[src/rtl/length_prefixed_xor_frame_receiver_macros.svh]
// Assertion macros for the frame receiver.
`ifndef LENGTH_PREFIXED_XOR_FRAME_RECEIVER_MACROS_SVH
`define LENGTH_PREFIXED_XOR_FRAME_RECEIVER_MACROS_SVH

`ifndef SYNTH
`define LPXR_ASSERT_IMP(label, clk, rst_n, ante, cons) \
    label: assert property (@(posedge clk) disable iff (!rst_n) (ante) |-> (cons)) \
        else $error("lpxr assertion failed");
`define LPXR_ASSERT_NXT(label, clk, rst_n, ante, cons) \
    label: assert property (@(posedge clk) disable iff (!rst_n) (ante) |=> (cons)) \
        else $error("lpxr assertion failed");
`else
`define LPXR_ASSERT_IMP(label, clk, rst_n, ante, cons)
`define LPXR_ASSERT_NXT(label, clk, rst_n, ante, cons)
`endif

`endif

[src/rtl/lpxr_pkg.sv]
`default_nettype none
package lpxr_pkg;

    typedef enum logic [2:0] {
        ST_OK       = 3'd0,
        ST_BADSUM   = 3'd1,
        ST_TOOLONG  = 3'd2,
        ST_TIMEOUT  = 3'd3,
        ST_OVERFLOW = 3'd4
    } t_status;

    typedef enum logic {
        OP_BYTE = 1'b0,
        OP_TICK = 1'b1
    } t_op;

    typedef enum logic {
        CFG_MAX_LEN      = 1'b0,
        CFG_IDLE_TIMEOUT = 1'b1
    } t_cfg_idx;

    typedef enum logic {
        BK_IDLE,
        BK_EMIT
    } t_back_state;

    localparam logic [5:0]  MAX_LEN_RESET = 6'd47;
    localparam logic [15:0] TIMEOUT_RESET = 16'd70;
    localparam logic [15:0] IDLE_SAT      = 16'hFFFF;
    localparam logic [8:0]  LEN_OFFSET    = 9'd2;

    // one command from the classifier to the emitter
    typedef struct packed {
        logic       is_emit;
        logic [5:0] len;
        t_status    status;
    } t_cmd;

endpackage
`default_nettype wire

[src/rtl/lpxr_cmd_fifo.sv]
`default_nettype none
`include "length_prefixed_xor_frame_receiver_macros.svh"
module lpxr_cmd_fifo
    import lpxr_pkg::*;
(
    input  wire logic i_clk,
    input  wire logic i_rst_n,
    input  wire logic i_push,
    input  wire t_cmd i_cmd,
    output logic      o_full,
    input  wire logic i_pop,
    output logic      o_empty,
    output t_cmd      o_cmd
);

    t_cmd       r_mem [2];
    logic       r_wp;
    logic       r_rp;
    logic [1:0] r_cnt;

    assign o_full  = (r_cnt == 2'd2);
    assign o_empty = (r_cnt == 2'd0);
    assign o_cmd   = r_mem[r_rp];

    always_ff @(posedge i_clk) begin
        if (!i_rst_n) begin
            r_wp  <= 1'b0;
            r_rp  <= 1'b0;
            r_cnt <= 2'd0;
        end else begin
            if (i_push) begin
                r_wp <= ~r_wp;
            end
            if (i_pop) begin
                r_rp <= ~r_rp;
            end
            r_cnt <= r_cnt + {1'b0, i_push} - {1'b0, i_pop};
        end
    end

    always_ff @(posedge i_clk) begin
        if (i_push) begin
            r_mem[r_wp] <= i_cmd;
        end
    end

    `LPXR_ASSERT_IMP(a_no_push_when_full, i_clk, i_rst_n, i_push, !o_full)
    `LPXR_ASSERT_IMP(a_no_pop_when_empty, i_clk, i_rst_n, i_pop, !o_empty)

endmodule
`default_nettype wire

[src/rtl/lpxr_front.sv]
`default_nettype none
`include "length_prefixed_xor_frame_receiver_macros.svh"
module lpxr_front
    import lpxr_pkg::*;
#(
    parameter int STORE_BYTES = 64,
    parameter int AW          = 6
) (
    input  wire logic          i_clk,
    input  wire logic          i_rst_n,
    input  wire logic          i_push,
    output logic               o_full,
    input  wire logic          i_operation,
    input  wire logic [7:0]    i_rx_byte,
    input  wire logic          i_cfg_valid,
    input  wire logic          i_cfg_index,
    input  wire logic [15:0]   i_cfg_data,
    output logic               o_cmd_push,
    output t_cmd               o_cmd,
    input  wire logic          i_cmd_full,
    input  wire logic [AW-1:0] i_rd_addr,
    output logic [7:0]         o_rd_data,
    input  wire logic          i_emit_done
);

    localparam logic [AW-1:0] CNT_LIMIT = AW'(STORE_BYTES - 1);

    logic [7:0]    r_mem [STORE_BYTES];
    logic [7:0]    r_rd_data;
    logic [AW-1:0] r_count, n_count;
    logic [7:0]    r_xor, n_xor;
    logic [15:0]   r_idle, n_idle;
    logic [8:0]    r_len, n_len;
    logic          r_emit_pend, n_emit_pend;
    logic [5:0]    r_max_len;
    logic [15:0]   r_timeout;

    logic          accept;
    logic          wr_en;
    logic [AW-1:0] cnt_inc;
    logic [15:0]   idle_inc;
    logic [8:0]    len_cur;
    logic          err;
    t_status       err_code;

    assign o_full    = i_cmd_full || r_emit_pend;
    assign accept    = i_push && !o_full;
    assign o_rd_data = r_rd_data;
    assign cnt_inc   = r_count + AW'(1);
    assign idle_inc  = (r_idle == IDLE_SAT) ? r_idle : r_idle + 16'd1;
    assign len_cur   = (r_count == AW'(1)) ? ({1'b0, i_rx_byte} + LEN_OFFSET) : r_len;

    always_comb begin
        n_count     = r_count;
        n_xor       = r_xor;
        n_idle      = r_idle;
        n_len       = r_len;
        n_emit_pend = r_emit_pend && !i_emit_done;
        wr_en       = 1'b0;
        err         = 1'b0;
        err_code    = ST_OK;
        o_cmd_push  = 1'b0;
        o_cmd       = '{is_emit: 1'b0, len: 6'd0, status: ST_OK};
        if (accept) begin
            if (t_op'(i_operation) == OP_TICK) begin
                n_idle = idle_inc;
                if ((r_count != '0) && (idle_inc > r_timeout)) begin
                    err      = 1'b1;
                    err_code = ST_TIMEOUT;
                end
            end else begin
                n_idle  = 16'd0;
                wr_en   = 1'b1;
                n_count = cnt_inc;
                n_xor   = r_xor ^ i_rx_byte;
                n_len   = len_cur;
                if ((cnt_inc > AW'(1)) && (len_cur > {3'b000, r_max_len})) begin
                    err      = 1'b1;
                    err_code = ST_TOOLONG;
                end else if ((cnt_inc > AW'(1)) && (len_cur == 9'(cnt_inc))) begin
                    o_cmd_push  = 1'b1;
                    o_cmd       = '{is_emit: 1'b1, len: len_cur[5:0],
                                    status: (n_xor == 8'd0) ? ST_OK : ST_BADSUM};
                    n_count     = '0;
                    n_xor       = 8'd0;
                    n_emit_pend = 1'b1;
                end else if (cnt_inc == CNT_LIMIT) begin
                    err      = 1'b1;
                    err_code = ST_OVERFLOW;
                end
            end
            if (err) begin
                o_cmd_push = 1'b1;
                o_cmd      = '{is_emit: 1'b0, len: 6'd0, status: err_code};
                n_count    = '0;
                n_xor      = 8'd0;
            end
        end
    end

    always_ff @(posedge i_clk) begin
        if (!i_rst_n) begin
            r_count     <= '0;
            r_xor       <= 8'd0;
            r_idle      <= 16'd0;
            r_emit_pend <= 1'b0;
            r_max_len   <= MAX_LEN_RESET;
            r_timeout   <= TIMEOUT_RESET;
        end else begin
            r_count     <= n_count;
            r_xor       <= n_xor;
            r_idle      <= n_idle;
            r_emit_pend <= n_emit_pend;
            if (i_cfg_valid) begin
                case (t_cfg_idx'(i_cfg_index))
                    CFG_MAX_LEN: begin
                        r_max_len <= i_cfg_data[5:0];
                    end
                    CFG_IDLE_TIMEOUT: begin
                        r_timeout <= i_cfg_data;
                    end
                    default: begin
                    end
                endcase
            end
        end
    end

    always_ff @(posedge i_clk) begin
        r_len <= n_len;
    end

    // frame store
    always_ff @(posedge i_clk) begin
        if (wr_en) begin
            r_mem[r_count] <= i_rx_byte;
        end
        r_rd_data <= r_mem[i_rd_addr];
    end

    `LPXR_ASSERT_IMP(a_pend_stalls_input, i_clk, i_rst_n, r_emit_pend, o_full)
    `LPXR_ASSERT_IMP(a_count_in_store, i_clk, i_rst_n, 1'b1, r_count < CNT_LIMIT)

endmodule
`default_nettype wire

[src/rtl/lpxr_back.sv]
`default_nettype none
`include "length_prefixed_xor_frame_receiver_macros.svh"
module lpxr_back
    import lpxr_pkg::*;
#(
    parameter int AW = 6
) (
    input  wire logic          i_clk,
    input  wire logic          i_rst_n,
    input  wire logic          i_cmd_empty,
    input  wire t_cmd          i_cmd,
    output logic               o_cmd_pop,
    output logic [AW-1:0]      o_rd_addr,
    input  wire logic [7:0]    i_rd_data,
    output logic               o_emit_done,
    output logic               o_empty,
    input  wire logic          i_pop,
    output logic [7:0]         o_frame_byte,
    output logic               o_last_of_frame,
    output logic [2:0]         o_status
);

    localparam int CMPW = (AW > 6) ? AW : 6;

    t_back_state   r_state, n_state;
    logic [AW-1:0] r_k, n_k;
    logic [5:0]    r_clen, n_clen;
    t_status       r_cst, n_cst;
    logic          r_ovalid;
    logic [7:0]    r_obyte;
    logic          r_olast;
    t_status       r_ostatus;

    logic          slot_free;
    logic          k_last;
    logic          load;
    logic [7:0]    ld_byte;
    logic          ld_last;
    t_status       ld_status;

    assign slot_free       = !r_ovalid || i_pop;
    assign k_last          = (CMPW'(r_k) + CMPW'(1)) == CMPW'(r_clen);
    assign o_rd_addr       = n_k;
    assign o_empty         = !r_ovalid;
    assign o_frame_byte    = r_obyte;
    assign o_last_of_frame = r_olast;
    assign o_status        = r_ostatus;

    always_comb begin
        n_state = r_state;
        case (r_state)
            BK_IDLE: begin
                if (!i_cmd_empty && slot_free && i_cmd.is_emit) begin
                    n_state = BK_EMIT;
                end
            end
            BK_EMIT: begin
                if (slot_free && k_last) begin
                    n_state = BK_IDLE;
                end
            end
            default: begin
                n_state = BK_IDLE;
            end
        endcase
    end

    always_comb begin
        o_cmd_pop   = 1'b0;
        o_emit_done = 1'b0;
        load        = 1'b0;
        ld_byte     = 8'd0;
        ld_last     = 1'b1;
        ld_status   = ST_OK;
        n_k         = r_k;
        n_clen      = r_clen;
        n_cst       = r_cst;
        case (r_state)
            BK_IDLE: begin
                n_k = '0;
                if (!i_cmd_empty && slot_free) begin
                    o_cmd_pop = 1'b1;
                    if (i_cmd.is_emit) begin
                        n_clen = i_cmd.len;
                        n_cst  = i_cmd.status;
                    end else begin
                        load      = 1'b1;
                        ld_status = i_cmd.status;
                    end
                end
            end
            BK_EMIT: begin
                if (slot_free) begin
                    load      = 1'b1;
                    ld_byte   = i_rd_data;
                    ld_last   = k_last;
                    ld_status = r_cst;
                    if (k_last) begin
                        o_emit_done = 1'b1;
                        n_k         = '0;
                    end else begin
                        n_k = r_k + AW'(1);
                    end
                end
            end
            default: begin
                n_k = '0;
            end
        endcase
    end

    always_ff @(posedge i_clk) begin
        if (!i_rst_n) begin
            r_state  <= BK_IDLE;
            r_k      <= '0;
            r_ovalid <= 1'b0;
        end else begin
            r_state <= n_state;
            r_k     <= n_k;
            if (load) begin
                r_ovalid <= 1'b1;
            end else if (i_pop) begin
                r_ovalid <= 1'b0;
            end
        end
    end

    always_ff @(posedge i_clk) begin
        r_clen <= n_clen;
        r_cst  <= n_cst;
        if (load) begin
            r_obyte   <= ld_byte;
            r_olast   <= ld_last;
            r_ostatus <= ld_status;
        end
    end

    `LPXR_ASSERT_IMP(a_k_in_frame, i_clk, i_rst_n, r_state == BK_EMIT, CMPW'(r_k) < CMPW'(r_clen))
    `LPXR_ASSERT_NXT(a_done_to_idle, i_clk, i_rst_n, o_emit_done, r_state == BK_IDLE)

endmodule
`default_nettype wire

[src/rtl/length_prefixed_xor_frame_receiver.sv]
// Output path: an error word passes the command FIFO and the output register; the first
// byte of a frame passes the FIFO, store read and output registers, then one word a cycle
// while the output is free. Input: one item a cycle while o_full is low; after a frame's
// last byte, input holds off until the frame store has been read out (one read port).
// Reset: synchronous, active low; counters, XOR, idle timer and config registers reset.
`default_nettype none
module length_prefixed_xor_frame_receiver
    import lpxr_pkg::*;
#(
    parameter int STORE_BYTES = 64
) (
    input  wire logic        i_clk,
    input  wire logic        i_rst_n,
    input  wire logic        i_push,
    output logic             o_full,
    input  wire logic        i_operation,
    input  wire logic [7:0]  i_rx_byte,
    output logic             o_empty,
    input  wire logic        i_pop,
    output logic [7:0]       o_frame_byte,
    output logic             o_last_of_frame,
    output logic [2:0]       o_status,
    input  wire logic        i_cfg_valid,
    output logic             o_cfg_ready,
    input  wire logic        i_cfg_index,
    input  wire logic [15:0] i_cfg_data
);

    localparam int AW = $clog2(STORE_BYTES);

    logic          cmd_push;
    t_cmd          cmd_in;
    logic          cmd_full;
    logic          cmd_pop;
    logic          cmd_empty;
    t_cmd          cmd_out;
    logic [AW-1:0] rd_addr;
    logic [7:0]    rd_data;
    logic          emit_done;

    assign o_cfg_ready = 1'b1;

    lpxr_front #(
        .STORE_BYTES (STORE_BYTES),
        .AW          (AW)
    ) u_front (
        .i_clk       (i_clk),
        .i_rst_n     (i_rst_n),
        .i_push      (i_push),
        .o_full      (o_full),
        .i_operation (i_operation),
        .i_rx_byte   (i_rx_byte),
        .i_cfg_valid (i_cfg_valid),
        .i_cfg_index (i_cfg_index),
        .i_cfg_data  (i_cfg_data),
        .o_cmd_push  (cmd_push),
        .o_cmd       (cmd_in),
        .i_cmd_full  (cmd_full),
        .i_rd_addr   (rd_addr),
        .o_rd_data   (rd_data),
        .i_emit_done (emit_done)
    );

    lpxr_cmd_fifo u_cmd_fifo (
        .i_clk   (i_clk),
        .i_rst_n (i_rst_n),
        .i_push  (cmd_push),
        .i_cmd   (cmd_in),
        .o_full  (cmd_full),
        .i_pop   (cmd_pop),
        .o_empty (cmd_empty),
        .o_cmd   (cmd_out)
    );

    lpxr_back #(
        .AW (AW)
    ) u_back (
        .i_clk           (i_clk),
        .i_rst_n         (i_rst_n),
        .i_cmd_empty     (cmd_empty),
        .i_cmd           (cmd_out),
        .o_cmd_pop       (cmd_pop),
        .o_rd_addr       (rd_addr),
        .i_rd_data       (rd_data),
        .o_emit_done     (emit_done),
        .o_empty         (o_empty),
        .i_pop           (i_pop),
        .o_frame_byte    (o_frame_byte),
        .o_last_of_frame (o_last_of_frame),
        .o_status        (o_status)
    );

endmodule
`default_nettype wire
[config.mk]
export PLATFORM = sky130hd
export DESIGN_NAME = length_prefixed_xor_frame_receiver
export DESIGN_NICKNAME = d
export VERILOG_FILES = /design/src/rtl/lpxr_pkg.sv /design/src/rtl/lpxr_cmd_fifo.sv /design/src/rtl/lpxr_front.sv /design/src/rtl/lpxr_back.sv /design/src/rtl/length_prefixed_xor_frame_receiver.sv
export VERILOG_INCLUDE_DIRS = /design/src /design/src/rtl
export SDC_FILE = /design/constraint.sdc
export NUM_CORES = 1
export LEC_CHECK = 0
export BUFFER_PORTS_ARGS = -buffer_cell sky130_fd_sc_hd__buf_2
export CAP_MARGIN = 10
export CORE_MARGIN = 8
export CORE_UTILIZATION = 45
export CTS_CLUSTER_DIAMETER = 100
export CTS_CLUSTER_SIZE = 28
export DETAILED_ROUTE_END_ITERATION = 8
export HOLD_SLACK_MARGIN = 0.12
export PLACE_DENSITY = 0.69
export SETUP_SLACK_MARGIN = 0.1
export SLEW_MARGIN = 20
export SYNTH_ARGS = -nofsm -noshare
export SYNTH_HDL_FRONTEND = slang
export SYNTH_SLANG_ARGS = --single-unit
[constraint.sdc]
create_clock -name i_clk -period 4.4 [get_ports i_clk]
set_input_delay 0.88 -clock i_clk [delete_from_list [all_inputs] [get_ports i_clk]]
set_output_delay 0.88 -clock i_clk [all_outputs]
set_load 0.005 [all_outputs]
======== After elaboration in Yosys (flattened, before gate mapping) ========
Memory sizes are Yosys's and may differ from the RTL's. A register that Yosys moved wholly into a read port is not among the register bits.
Cells that the tools add are included.
W data, S select, Z words.
cells by class
  add/subtract/negate cells ............... 6
  $lt $le $gt $ge ......................... 3
  equal/unequal tests ..................... 7
  mux-type cells .......................... 66
  reduce and logical (&&, ||, !) cells .... 24
  bitwise operators ....................... 6
operator list
  kind                     count
  $mux W10                 5
  $mux W1                  36
  $mux W6                  6
  $mux W16                 2
  $mux W8                  4
  $mux W3                  7
  $add A16 B1 Y16 const B  1
  $eq A16 B16 Y1 const B   1
  $gt A16 B16 Y1           1
  $add A6 B1 Y6 const B    2
  $pmux W6 S2              1
  $reduce_and A2 Y1        5
  $add A8 B2 Y9 const B    1
  $eq A9 B6 Y1             1
  $gt A9 B6 Y1             1
  $mux W9                  1
  $logic_and A1 B1 Y1      8
  $logic_not A8 Y1         1
  $xor A8 B8 Y8            1
  $eq A6 B1 Y1 const B     1
  $eq A6 B6 Y1             1
  $eq A6 B6 Y1 const B     1
  $gt A6 B1 Y1 const B     1
  $pmux W3 S2              1
  13 further kinds         22
word-level totals
  bits in registers ....................... 95
  output and inout port bits .............. 15
  bits of input ports ..................... 31
  RAM bits ................................ 532
  memories ................................ 2
memories
  memory            words  width  rd ports  clocked after Yosys merged registers in  write ports  line                 text
  u_front.r_mem     64     8      1         1                                        1            lpxr_front.sv:28     logic [7:0] r_mem [STORE_BYTES];
  u_cmd_fifo.r_mem  2      10     1         1                                        1            lpxr_cmd_fifo.sv:16  t_cmd r_mem [2];

======== Depth between registers and ports, before layout ========
  depth after elaboration ................. 12
  gate-level depth with buffers ........... 23
  gate-level depth less buffers ........... 22

======== Modules after synthesis ========
A second synthesis with hierarchy kept.
unflattened totals
  cell total of the unflattened synthesis .. 1,525
  area total of the unflattened synthesis .. 26,285.2 µm²
modules (own cells, without submodules)
  module                              area an instance (µm²)  cells an instance  sequential area each (µm²)  instances
  lpxr_front                          23,989.3                1,357              16,866.2                    1
  lpxr_back                           1,341.3                 114                790.8                       1
  lpxr_cmd_fifo                       943.4                   52                 700.7                       1
  length_prefixed_xor_frame_receiver  11.3                    2                  0.0                         1

======== Worst setup path after synthesis ========
OpenSTA, ideal clock, no wires.
  path kind ............................... reg-to-reg
  start ................................... register u_front.r_idle[3]
  end ..................................... register u_cmd_fifo.r_cnt[1]
  required time ........................... 4.272 ns
  stages on the path, launching flop included .. 23
  path buffers ............................ 1
  setup slack ............................. 0.207 ns
  arrival time ............................ 4.065 ns
  path through ............................ dfxtp_1 > nand4_1 > nor2_1 > nand4_1 > or2_2 > clkbuf_1 > nand4_1 > or2_2 > xnor2_1 > ha_1 > o21a_1 > o21a_1 > nand2_1 > a21oi_1 > a211oi_1 > o2bb2ai_1 > a211oi_2 > ha_1 > inv_1 > ha_1 > xor2_1 > xnor2_1 > nor2_1
between the ends
  cells in the longest elaborated chain, start to end .. 11
  elaborated cells between the ends (all ways) .. 12
  those cells by class .................... add/sub (3); order compare (1); eq/ne (1); mux (6); reduce/logical (1)
ends and longest elaborated chain
  what                                                      line                 text
  start, declared                                           lpxr_front.sv:32     logic [15:0] r_idle, n_idle;
  start signal, assigned                                    lpxr_front.sv:112    r_idle <= n_idle;
  $add A16 B1 Y16 / $eq A16 B16 Y1 (equally long branches)  lpxr_front.sv:50     assign idle_inc = (r_idle == IDLE_SAT) ? r_idle : r_idle + 16'd1;
  $mux W16 *                                                lpxr_front.sv:50
  $gt A16 B16 Y1 *                                          lpxr_front.sv:67     if ((r_count != '0) && (idle_inc > r_timeout)) begin
  $logic_and A1 B1 Y1 *                                     lpxr_front.sv:67
  $mux W1 *                                                 lpxr_front.sv:67
  $mux W1 *                                                 lpxr_front.sv:65     if (t_op'(i_operation) == OP_TICK) begin
  $mux W1 *                                                 lpxr_front.sv:64     if (accept) begin
  $mux W1 *                                                 lpxr_front.sv:92     if (err) begin
  $mux W1 *                                                 lpxr_front.sv:64
  $add A2 B1 Y2 *                                           lpxr_cmd_fifo.sv:37  r_cnt <= r_cnt + {1'b0, i_push} - {1'b0, i_pop};
  $sub A2 B1 Y2 *                                           lpxr_cmd_fifo.sv:37
  end signal, assigned                                      lpxr_cmd_fifo.sv:37
  end, declared                                             lpxr_cmd_fifo.sv:19  logic [1:0] r_cnt;
Mark *: on every way between the ends. The rest lies on a longest branch, timed or not. The select of a mux whose other input is x is not followed.
A chain may end at the register's enable or synchronous reset.

======== Worst setup path in the final report ========
  start ................................... register u_back.r_k[0]
  end ..................................... register u_front.r_rd_data[1], in the netlist u_front.o_rd_data[1] (read register of u_front.r_mem)
between the ends
  cells in the longest elaborated chain, start to end .. 5
ends and longest elaborated chain
  what                    line                               text
  start, declared         lpxr_back.sv:26                    logic [AW-1:0] r_k, n_k;
  start signal, assigned  lpxr_back.sv:119                   r_k <= n_k;
  $add A6 B1 Y6           lpxr_back.sv:42, lpxr_back.sv:102
  $eq A6 B6 Y1            lpxr_back.sv:42                    assign k_last = (CMPW'(r_k) + CMPW'(1)) == CMPW'(r_clen);
  $mux W6                 lpxr_back.sv:98                    if (k_last) begin
  $mux W6 *               lpxr_back.sv:93                    if (slot_free) begin
  $pmux W6 S2 *           lpxr_back.sv:78                    case (r_state)
  end, declared           lpxr_front.sv:29                   logic [7:0] r_rd_data;
Mark *: on every way between the ends. The rest lies on a longest branch, timed or not.

==> impl_metrics.yaml <==
run_status:
  status: "finished, final reports clean"
timing:
  max_slew_margin_pct: 22.0
  setup_viol: 0
  fin_crit_ns: 4.18
  rsz0062_at_grt: "true"
  tns_ns: 0
  hold_viol_final: 0
  fin_skew_ns: 0.0440
  slew_viol_final: 0
  fin_crit_sh_pct: 94.9
  worstMarginPinSlew_ns: 1.17
  max_freq_ghz: 0.239
global_route:
  grt_pass1_wl_um: 115000
  antenna_found_initial: 1
  grt_pass1_vias: 18200
  grt_max_degree: 67
  gr-total-overflow: 0
  grt_usage_pct: 22.1
finish:
  fillers: 5134
  n_antenna_cell: 0
  multi_input_area_um2: 8060
  drive_gt1_share_pct: 13.7
  final_nets: 2321
  final_common_cell: "edfxtp_1"
  area_growth_pct: 11.3
  seqCellArea_um2: 18400
  final_cell_mix: "edfxtp_1, nand2_1, nor2_1"
die:
  num_rows: 90
  fp.dieH_um: 261
  dieWidth_um: 261
  initial_utilization_pct: 45.1
  core_region_area_um2: 59900
  die-area_um2: 68200
  io_pins: 46
route:
  vias: 18600
  dr.pass1.iters: 8
  wl_um: 77300
  wl_per_cell_um: 25.3
  drt-vias-per-instance: 6.09
  drc_errors: 0
  initialDrtViolationCount: 2100
  postRouteAntennaNets: 0
logic_synthesis:
  synth_top_cell_area_share_pct: 62.4
  yosys_warnings: 0
  ys_seq_area_share_pct: 67.9
  synth.ff_latch_count: 636
  ys_types: 89
  ys.flop_type: "edfxtp_1"
  syn_area_um2: 27000
  synth_edf_count: 562
  postSynthAreaPerCell_um2: 12.6
  synthCells: 2146
  synthArstFlopShare_pct: 0
  yosys-top-cells-area: "edfxtp_1, dfxtp_1, nand2_1"
  syn-num-nets: 2208
  yosysTopAreaCell: "edfxtp_1"
run:
  max-cap-violations: 0
clocking:
  cts-buffers-inserted: 28
  tritoncts: "yes"
  clkSinkCount: 636
  h-tree-depth: 1
  cts-root-buf: "clkbuf_16"
  clk-insertion-delay-late_ns: 0.62
  path_clk_slew_ns: 0.11
  hold_buffers: 0
  cts_max_path_buffers: 3
worst_setup_path:
  worst-setup-path-type: "register to register"
  ff2ff_setup_slack_ns: 0.22
  reg2reg_depth: 11
  worst_setup_path_end_kind: "register"
  endpoint: "u_front.o_rd_data[1]"
  r2r-end: "u_front.o_rd_data[1]"
  startpoint_type: "register"
  r2r_start: "u_back.r_k[0]"
  crit_fanout: 6
  cp_data_arrival_time_ns: 4.74
  startpoint: "u_back.r_k[0]"
  required_ns: 4.96
worst_hold_path:
  hold_class: "register to register"
  hold_depth: 2
power:
  cellLeakagePower_nw: 10.4
  peakVddDrop_uv: 287
  power.total_mw: 12.7
  pwr_density_cell_nw_per_um2: 421
placement:
  gp_congestion: 0.924
  dp_hpwl_um: 51400
  port_buffers: 44
Yosys cell counts (7+ instances only):
| cell type | count |
|---|---|
| edfxtp_1 | 562 |
| nand2_1 | 340 |
| nor2_1 | 161 |
| a21oi_1 | 119 |
| dfxtp_1 | 74 |
| clkbuf_1 | 65 |
| o21ai_0 | 61 |
| nand3_1 | 59 |
| inv_1 | 48 |
| mux2i_1 | 46 |
| buf_2 | 39 |
| ha_1 | 31 |
| xnor2_1 | 31 |
| nor3_1 | 30 |
| a31oi_1 | 29 |
| a211oi_1 | 27 |
| a22oi_1 | 26 |
| and3_1 | 26 |
| nor2b_1 | 25 |
| buf_1 | 20 |
| o211ai_1 | 20 |
| nand4_1 | 17 |
| o221ai_1 | 17 |
| o22ai_1 | 17 |
| mux2_2 | 16 |
| a32oi_1 | 15 |
| a221oi_1 | 14 |
| a22o_1 | 13 |
| nor4_1 | 10 |
| o21a_1 | 10 |
| a21o_1 | 9 |
| o31ai_1 | 9 |
| xor2_1 | 9 |
| and2_1 | 8 |
| nand2b_1 | 8 |
| o32a_1 | 8 |
| or4_1 | 8 |
| a311oi_1 | 7 |
per-stage QoR:
step / util [%] / instances / hold slack (ns) / setup WS, ns / area, um^2
after floorplan: - / 2146 / 0.436 / 0.207 / 27000
after global placement: 48.7 / 3009 / 0.446 / 0.111 / 29200
after detailed placement: 48.7 / 3009 / 0.451 / 0.0518 / 29200
after CTS: 50.1 / 3054 / 0.466 / 0.137 / 30000
after global routing: 50.2 / 3056 / 0.483 / 0.00904 / 30100
final: 50.2 / 3056 / 0.463 / 0.225 / 30100
worst min path at each step:
stage,slack (ns),endpoint,start
floorplan,0.44,u_front.r_max_len[4],u_front.r_max_len[4]
global placement,0.45,u_front.r_timeout[7],u_front.r_timeout[7]
detailed placement,0.45,u_front.r_timeout[14],u_front.r_timeout[14]
CTS,0.47,u_front.r_timeout[14],u_front.r_timeout[14]
global route,0.48,u_front.r_timeout[11],u_front.r_timeout[11]
finish,0.46,u_front.r_timeout[14],u_front.r_timeout[14]
cell families after synthesis:
logic type	share of synthesized area, %
XOR/XNOR	1.38
other	0.0139
adder cells (fa/ha/maj)	1.43
AO/OA/AOI/OAI	12.1
AND/OR/NAND/NOR	12.0
buffers and inverters	2.72
multiplexers	2.45
flip-flops	67.9
cell type report:
cell class,instances,area share (%)
flip-flops and latches,636,61.0
inverters,48,0.599
multi-input cells,1333,26.8
repair buffers,212,5.54
clock buffers,37,2.58
clock inverters,8,0.249
well taps,782,3.25
repair_timing:
item,in CTS,in global routing
gates resized for setup,1,16
setup endpoints to repair,1,22
pin swaps,0,6
setup buffers,0,2
gates cloned,0,0
flip-flops by register name (all words and copies together), names as in the netlist, 8 cells and up, named ones only:
register / flops
u_back.o_frame_byte: 8
u_cmd_fifo.r_mem: 20
u_front.o_rd_data: 8
u_front.r_idle: 16
u_front.r_len: 9
u_front.r_mem: 512
u_front.r_timeout: 16
u_front.r_xor: 8
report_power, final:
group	total [mW]	switching [mW]	internal, mW	leakage [nW]
registers	6.84	0.102	6.74	5.69
clock network	3.14	1.86	1.28	0.419
logic	2.68	1.73	0.952	4.31
total	12.7	3.69	8.97	10.4
critical path, stage by stage, from the launching register on:
cell and delay [ns]:
dfxtp_1 0.41, ha_1 0.25, xor3_1 0.37, nor3_4 0.20, o2111ai_1 0.61, o211ai_2 0.69
and2_0 0.44, buf_4 0.21, o211a_1 0.29, o32ai_1 0.19, o311ai_0 0.22, buf_4 0.24
routing by layer:
metal | vias up | routed length, um | GRT usage, %
met3 | 192 | 6710 | 3.76
met1 | 9147 | 29300 | 27.9
met4 | 0 | 4360 | 11.6
met2 | 964 | 36900 | 36.6
li1 | 8297 | - | -
met5 | - | 0 | 0
Note: power is estimated with default switching activity, not from simulation.
